[config.mk]
export PLATFORM = sky130hd
export DESIGN_NAME = unique_value_list_table
export DESIGN_NICKNAME = d
export VERILOG_FILES = /design/src/sv/uvlt_pkg.sv /design/src/sv/uvlt_cell.sv /design/src/sv/unique_value_list_table.sv
export VERILOG_INCLUDE_DIRS = /design/src /design/src/sv
export SDC_FILE = /design/constraint.sdc
export NUM_CORES = 1
export LEC_CHECK = 0
export ABC_AREA = 0
export BUFFER_PORTS_ARGS = -buffer_cell sky130_fd_sc_hd__buf_2
export CAP_MARGIN = 30
export CORE_MARGIN = 2
export CORE_UTILIZATION = 40
export DETAILED_ROUTE_END_ITERATION = 10
export HOLD_SLACK_MARGIN = 0.06
export SYNTH_ARGS = -nofsm -noshare
export SYNTH_HDL_FRONTEND = slang
export SYNTH_SLANG_ARGS = --single-unit
[constraint.sdc]
create_clock -name clk_i -period 6.25 [get_ports clk_i]
set_input_delay 0.3125 -clock clk_i [delete_from_list [all_inputs] [get_ports clk_i]]
set_output_delay 0.3125 -clock clk_i [all_outputs]
set_load 0.1 [all_outputs]
[src/sv/unique_value_list_table_defines.svh]
// Assertion macros shared by the list table RTL.
`ifndef UNIQUE_VALUE_LIST_TABLE_DEFINES_SVH
`define UNIQUE_VALUE_LIST_TABLE_DEFINES_SVH

// Same-cycle implication, checked outside reset
`define UVLT_ASSERT_IMPL(label, ante, cons, msg) \
  label: assert property (@(posedge clk_i) disable iff (!rst_ni) (ante) |-> (cons)) \
    else $error(msg);

// Next-cycle implication, checked outside reset
`define UVLT_ASSERT_NEXT(label, ante, cons, msg) \
  label: assert property (@(posedge clk_i) disable iff (!rst_ni) (ante) |=> (cons)) \
    else $error(msg);

`endif

[src/sv/uvlt_pkg.sv]
// Types and constants of the unique value list table.
`default_nettype none

package uvlt_pkg;

  localparam int unsigned LIST_DEPTH_DEF = 16;
  localparam int unsigned VALUE_W        = 32;
  localparam int unsigned POS_W          = 4;
  localparam int unsigned ECNT_W         = 5;

  typedef enum logic [1:0] {
    REQ_INSERT = 2'd0,
    REQ_QUERY  = 2'd1,
    REQ_DELETE = 2'd2,
    REQ_CLEAR  = 2'd3
  } req_e;

  typedef enum logic [1:0] {
    ST_DONE   = 2'd0,
    ST_DUP    = 2'd1,
    ST_BADPOS = 2'd2,
    ST_FULL   = 2'd3
  } status_e;

  typedef enum logic [2:0] {
    S_IDLE = 3'b001,
    S_CMP  = 3'b010,
    S_EXEC = 3'b100
  } state_e;

  // Per-cycle command broadcast along the cell row
  typedef struct packed {
    logic                       ins;
    logic                       del;
    logic signed [VALUE_W-1:0]  value;
  } cell_ctl_t;

endpackage

`default_nettype wire

[src/sv/uvlt_cell.sv]
// One list cell: holds one entry, shifts with its neighbors, compares locally.
`default_nettype none

module uvlt_cell #(
  parameter int unsigned IDX   = 0,
  parameter int unsigned CNT_W = 5
) (
  input  wire logic                                  clk_i,
  input  wire uvlt_pkg::cell_ctl_t                   ctl_i,
  input  wire logic signed [uvlt_pkg::VALUE_W-1:0]   prev_i,
  input  wire logic signed [uvlt_pkg::VALUE_W-1:0]   next_i,
  input  wire logic [uvlt_pkg::POS_W-1:0]            pos_i,
  input  wire logic [CNT_W-1:0]                      count_i,
  output logic signed [uvlt_pkg::VALUE_W-1:0]        entry_o,
  output logic                                       match_o
);

  logic signed [uvlt_pkg::VALUE_W-1:0] entry_q, entry_d;
  logic                                match_q, match_d;
  logic                                held, at_or_after_pos;

  // Only cells below the count hold live entries
  assign held            = (int'(count_i) > int'(IDX));
  assign at_or_after_pos = (int'(pos_i) <= int'(IDX));

  // Insert pulls from the front neighbor, delete from the back neighbor
  always_comb begin
    entry_d = entry_q;
    if (ctl_i.ins) begin
      entry_d = prev_i;
    end else if (ctl_i.del && at_or_after_pos) begin
      entry_d = next_i;
    end
  end

  assign match_d = held && (entry_q == ctl_i.value);

  always_ff @(posedge clk_i) begin
    entry_q <= entry_d;
    match_q <= match_d;
  end

  assign entry_o = entry_q;
  assign match_o = match_q;

endmodule

`default_nettype wire

[src/sv/unique_value_list_table.sv]
// Unique value list table: bounded ordered list of distinct values, top level.
//
// Usage: a request word (req_type_i, value_i, position_i) is taken when
// in_valid_i is high and in_stall_o is low. Each request yields exactly one
// result word (status_o, found_o, entry_count_o), offered on out_valid_o and
// taken when out_stall_i is low.
// Steps: a request passes S_CMP, where every cell compares its entry with the
// request value in parallel and registers a match flag, then S_EXEC, which ORs
// the flags, decides the status, shifts the cell row for insert or delete and
// registers the result word.
// A new request is taken in S_IDLE or in the cycle the current one completes,
// so a request is not taken while another is in S_CMP or stalled in S_EXEC.
// A waiting result does not block a new request; a request only holds in
// S_EXEC while the previous result is still stalled at the output.
// Reset: the list is emptied (count zero), no result is pending. The cell
// contents are not cleared; entries at or beyond the count are never read.
`default_nettype none

module unique_value_list_table #(
  parameter int unsigned LIST_DEPTH = uvlt_pkg::LIST_DEPTH_DEF
) (
  input  wire logic                                  clk_i,
  input  wire logic                                  rst_ni,
  input  wire logic                                  in_valid_i,
  output logic                                       in_stall_o,
  input  wire logic [1:0]                            req_type_i,
  input  wire logic signed [uvlt_pkg::VALUE_W-1:0]   value_i,
  input  wire logic [uvlt_pkg::POS_W-1:0]            position_i,
  output logic                                       out_valid_o,
  input  wire logic                                  out_stall_i,
  output logic [1:0]                                 status_o,
  output logic                                       found_o,
  output logic [uvlt_pkg::ECNT_W-1:0]                entry_count_o
);

`include "unique_value_list_table_defines.svh"

  localparam int unsigned CNT_W = $clog2(LIST_DEPTH + 1);
  localparam int unsigned CMP_W = (CNT_W > uvlt_pkg::POS_W) ? CNT_W : uvlt_pkg::POS_W;
  localparam int unsigned EXT_W = CNT_W + uvlt_pkg::ECNT_W;

  uvlt_pkg::state_e                      state_q, state_d;
  logic [CNT_W-1:0]                      count_q, count_d;
  uvlt_pkg::req_e                        req_q;
  logic signed [uvlt_pkg::VALUE_W-1:0]   value_q;
  logic [uvlt_pkg::POS_W-1:0]            pos_q;

  logic                                  out_valid_q, out_valid_d;
  uvlt_pkg::status_e                     status_q, status_d;
  logic                                  found_q, found_d;
  logic [uvlt_pkg::ECNT_W-1:0]           ecnt_q;
  logic [EXT_W-1:0]                      count_ext;

  logic                                  in_acc, fin, hit, bad_pos;
  uvlt_pkg::cell_ctl_t                   ctl;
  logic signed [uvlt_pkg::VALUE_W-1:0]   ent [LIST_DEPTH];
  logic [LIST_DEPTH-1:0]                 match;

  // Handshake: finish when the output register is free or being emptied
  assign fin        = (state_q == uvlt_pkg::S_EXEC) && (!out_valid_q || !out_stall_i);
  assign in_stall_o = !((state_q == uvlt_pkg::S_IDLE) || fin);
  assign in_acc     = in_valid_i && !in_stall_o;

  assign hit     = |match;
  assign bad_pos = (CMP_W'(pos_q) >= CMP_W'(count_q));

  // Decision and cell commands for the request in S_EXEC
  always_comb begin
    count_d   = count_q;
    status_d  = uvlt_pkg::ST_DONE;
    found_d   = 1'b0;
    ctl.ins   = 1'b0;
    ctl.del   = 1'b0;
    ctl.value = value_q;
    case (req_q)
      uvlt_pkg::REQ_INSERT: begin
        if (hit) begin
          status_d = uvlt_pkg::ST_DUP;
        end else if (count_q == CNT_W'(LIST_DEPTH)) begin
          status_d = uvlt_pkg::ST_FULL;
        end else begin
          ctl.ins = fin;
          count_d = count_q + CNT_W'(1);
        end
      end
      uvlt_pkg::REQ_QUERY: begin
        found_d = hit;
      end
      uvlt_pkg::REQ_DELETE: begin
        if (bad_pos) begin
          status_d = uvlt_pkg::ST_BADPOS;
        end else begin
          ctl.del = fin;
          count_d = count_q - CNT_W'(1);
        end
      end
      default: begin
        count_d = '0;
      end
    endcase
  end

  // Sequencer
  always_comb begin
    state_d = state_q;
    case (state_q)
      uvlt_pkg::S_IDLE: if (in_acc) state_d = uvlt_pkg::S_CMP;
      uvlt_pkg::S_CMP:  state_d = uvlt_pkg::S_EXEC;
      uvlt_pkg::S_EXEC: begin
        if (fin) begin
          state_d = in_acc ? uvlt_pkg::S_CMP : uvlt_pkg::S_IDLE;
        end
      end
      default: state_d = uvlt_pkg::S_IDLE;
    endcase
  end

  assign out_valid_d = fin ? 1'b1 : (out_valid_q && out_stall_i);

  always_ff @(posedge clk_i or negedge rst_ni) begin
    if (!rst_ni) begin
      state_q     <= uvlt_pkg::S_IDLE;
      count_q     <= '0;
      out_valid_q <= 1'b0;
    end else begin
      state_q     <= state_d;
      out_valid_q <= out_valid_d;
      if (fin) begin
        count_q <= count_d;
      end
    end
  end

  // Request and result words
  assign count_ext = EXT_W'(count_d);

  always_ff @(posedge clk_i) begin
    if (in_acc) begin
      req_q   <= uvlt_pkg::req_e'(req_type_i);
      value_q <= value_i;
      pos_q   <= position_i;
    end
    if (fin) begin
      status_q <= status_d;
      found_q  <= found_d;
      ecnt_q   <= count_ext[uvlt_pkg::ECNT_W-1:0];
    end
  end

  // Row of cells
  for (genvar g = 0; g < LIST_DEPTH; g++) begin : g_cell
    logic signed [uvlt_pkg::VALUE_W-1:0] prev_w, next_w;
    if (g == 0) begin : g_first
      assign prev_w = value_q;
    end else begin : g_mid
      assign prev_w = ent[g-1];
    end
    if (g == LIST_DEPTH - 1) begin : g_last
      assign next_w = ent[g];
    end else begin : g_inner
      assign next_w = ent[g+1];
    end
    uvlt_cell #(
      .IDX   (g),
      .CNT_W (CNT_W)
    ) u_cell (
      .clk_i   (clk_i),
      .ctl_i   (ctl),
      .prev_i  (prev_w),
      .next_i  (next_w),
      .pos_i   (pos_q),
      .count_i (count_q),
      .entry_o (ent[g]),
      .match_o (match[g])
    );
  end

  assign out_valid_o   = out_valid_q;
  assign status_o      = status_q;
  assign found_o       = found_q;
  assign entry_count_o = ecnt_q;

  // Checks
  `UVLT_ASSERT_IMPL(a_count_bound, 1'b1, count_q <= CNT_W'(LIST_DEPTH), "count beyond depth")
  `UVLT_ASSERT_IMPL(a_busy_stall, state_q == uvlt_pkg::S_CMP, in_stall_o, "taken while comparing")
  `UVLT_ASSERT_NEXT(a_count_quiet, !fin, $stable(count_q), "count moved outside update")
  `UVLT_ASSERT_IMPL(a_found_done, out_valid_q && found_q, status_q == uvlt_pkg::ST_DONE,
    "found with bad status")

endmodule

`default_nettype wire
==> reports/results.ini <==
[sta]
hold_violations=0
fin_crit_ps=4276
fin_crit_sh_pct=68.42
tightest_slew_ps=964.8
fmax_mhz=233.8
finalSetupTns_ps=0
max_slew_margin_pct=35.68
fin_worst_skew_ps=17.60
rsz0062_at_grt=no
finalSetupViolations=0
slew_viol_final=0

[critical_path]
reg2reg_depth=7
cp.arrival_ps=4630
cp_max_fo=143
end_kind=flop
cp_num_buf_inv=3
r2r_end=g_cell[13].u_cell.entry_o[26]
worstPathCellList=inv_1 > ha_1 > nand3_1 > nand3_4 > inv_16 > buf_4 > mux2_2
r2r_setup_slack_ps=1970
path_depth=7
rr_startpoint=count_q[0]
cpMaxStageDelayCell=buf_4
critical_path.top_delay_family=buffers and inverters
path_class=reg -> reg
crit_end=g_cell[13].u_cell.entry_o[26]
required_ps=6600
max_stage_delay_ps=700
startpoint_type=flop
crit_start=count_q[0]

[final_layout]
area_growth_pct=12.50
utilization_pct=45.65
layout.cells.non_filler=3160
final_area_mm2=0.03410
drive_gt1_share_pct=13.19
nFillCells=6548
finalNetCount=2190
antennaDiodeCount=0

[global_route]
grt_start_max_net_pins=144
grt-ovfl-total=0
grt_usage_pct=22.48
antenna_found_initial=4
grt_pass1_vias=17990
grt_pass1_wl_um=127300

[placement]
dp_hpwl_um=63490
io_buffers=51
post_dp_cell_area_mm2=0.03153
gp_congestion=0.9441
dp.cells=2997

[clock_tree]
insertion_delay_ps=620
cts_htree_levels=3
cts_resized=0
cts_buffers=67
postCtsSetupBuffers=0
cts_hold_buf=41
clock_sinks=583
clockRootBuffer=clkbuf_16
cts.reportedPaths.clkPinSlew_ps=60
clk_path_buf_depth=3
cts_tree=built

[pwr]
leakagePower_uw=0.007672
p_per_area_mw_per_mm2=300.7
irDropWorstVdd_uv=179.1

[routing]
first_pass_iters=7
drc=0
wirelength_um=88160
wl_per_cell_um=27.90
via_per_inst=5.527
drt_iter0_drc=1867
detail-route-antenna-nets=0
dr_total_vias=17470

[synth]
ys_async_sr_fraction_pct=1.544
synth.distinct_cells=59
syn_area_per_cell_um2=14.81
synth_flop_cell=edfxtp_1
netlist_area_mm2=0.03031
ys_seq_area_share_pct=57.08
syn_nets=2099
synth_cells=2047
synth_edf_count=558
ys_warn_count=0
ys_seq_elements=583

[die]
die_area_mm2=0.07800
die_height_um=279.3
core_area_mm2=0.07470
initial_utilization_pct=40.58
fp.dieW_um=279.3
rows=100
num_io_pins=52

[status]
status=complete, no violations

[hold_path]
hold_class=in -> async

[flow_run]
max-cap-violations=0

==> synth_stat cells, types with 8 or more instances <==
cell | number | area (um2)
o21ai_0 | 18 | 90.09
nand4_1 | 63 | 394.1
edfxtp_1 | 558 | 16760
xor2_1 | 318 | 2785
nand3_1 | 15 | 75.07
nor2_1 | 11 | 41.29
nand2_1 | 20 | 75.07
xnor2_1 | 198 | 1734
nor3_1 | 17 | 85.08
buf_6 | 43 | 484.2
mux2_2 | 56 | 630.6
nor4_1 | 92 | 575.6
clkbuf_1 | 54 | 202.7
inv_1 | 9 | 33.78
a21oi_1 | 10 | 50.05
mux2_1 | 425 | 4786
buf_2 | 24 | 120.1
ha_1 | 10 | 125.1
dfrtp_1 | 8 | 200.2
dfxtp_1 | 16 | 320.3
==> cells by family (layout without fill, tap and decap cells) <==
family / after synthesis / in the layout / synth area share [%]
AO/OA/AOI/OAI: 66 / 66 / 1.581
AND/OR/NAND/NOR: 248 / 248 / 4.912
multiplexers: 483 / 483 / 17.93
buffers and inverters: 141 / 285 / 3.170
adder cells (fa/ha/maj): 10 / 10 / 0.4128
XOR/XNOR: 516 / 516 / 14.91
flip-flops: 583 / 583 / 57.08
==> report_power, final <==
part           internal [uW]  switching (uW)
registers               4350             107
logic                    558            1290
clock network           2300            1640
total                   7210            3040
==> through the flow <==
step	worst slack, ps	hold WS, ps	power (uW)
after floorplan	1332	16.91	5638
after global placement	1996	173.4	6312
after detailed placement	2062	182.4	6320
after CTS	2060	77.64	10290
after global routing	1818	114.7	10570
final	1974	88.08	10250
==> layer usage <==
metal	up-vias	track usage (%)	part of all wire, %
li1	7814	-	-
met3	85	6.334	9.0
met2	668	34.84	45
met5	-	0	0.047
met4	6	5.225	1.6
met1	8893	31.22	44
==> registers in the layout, indices dropped and copies added (netlist names) <==
| signal | cells |
|---|---|
| g_cell.u_cell.entry_o | 512 |
| g_cell.prev_w | 32 |
| g_cell.u_cell.match_o | 16 |
| count_q | 5 |
| entry_count_o | 5 |
| pos_q | 4 |
| state_q | 3 |
| req_q | 2 |
| status_o | 2 |
| found_o | 1 |
| out_valid_o | 1 |
==> cell type report <==
type                            instances  area (um2)  share of cell area, %
Sequential cell                       583       17300                  50.74
Multi-Input combinational cell       1323       12170                  35.69
Clock buffer                           91        1902                  5.577
Tap cell                              969        1212                  3.555
Timing Repair Buffer                  152        1196                  3.508
Clock inverter                         31       259.0                 0.7595
Inverter                               11       57.56                 0.1688
==> worst min path at each step <==
stage                              to  slack, ps  cells after the start
after CTS                  state_q[1]         80                      2
after global placement    out_valid_o        170                      1
after floorplan            count_q[0]         20                      0
final                     out_valid_o         90                      2
after detailed placement  out_valid_o        180                      1
after global routing      out_valid_o        110                      2
==> placed cells by master (no fill, tap or decap), types with 5 or more instances in the layout <==
cell,count
edfxtp_1,558
mux2_1,425
xor2_1,318
xnor2_1,198
nor4_1,92
clkbuf_16,71
nand4_1,63
mux2_2,56
buf_2,51
buf_4,51
dlygate4sd3_1,41
nand2_1,20
nor3_1,17
dfxtp_1,16
nand3_1,15
clkbuf_1,15
clkinv_2,13
nor2_1,11
o21ai_0,11
a21oi_1,10
ha_1,10
inv_1,9
clkinv_1,9
dfrtp_1,8
o21ai_4,7
buf_12,7
o211ai_1,6
o21a_1,5
and3_1,5
a2111oi_0,5
clkbuf_8,5
==> worst reg2reg max path, delay by kind of cell, from the launching register on <==
family                     cells  cell delay [ps]
muxes                          1              420
and+or+nand+nor                2              790
DFF                            1              690
adders and majority gates      1              370
buffers and inverters          3             1750
No activity file was read; power rests on OpenSTA's default activity.
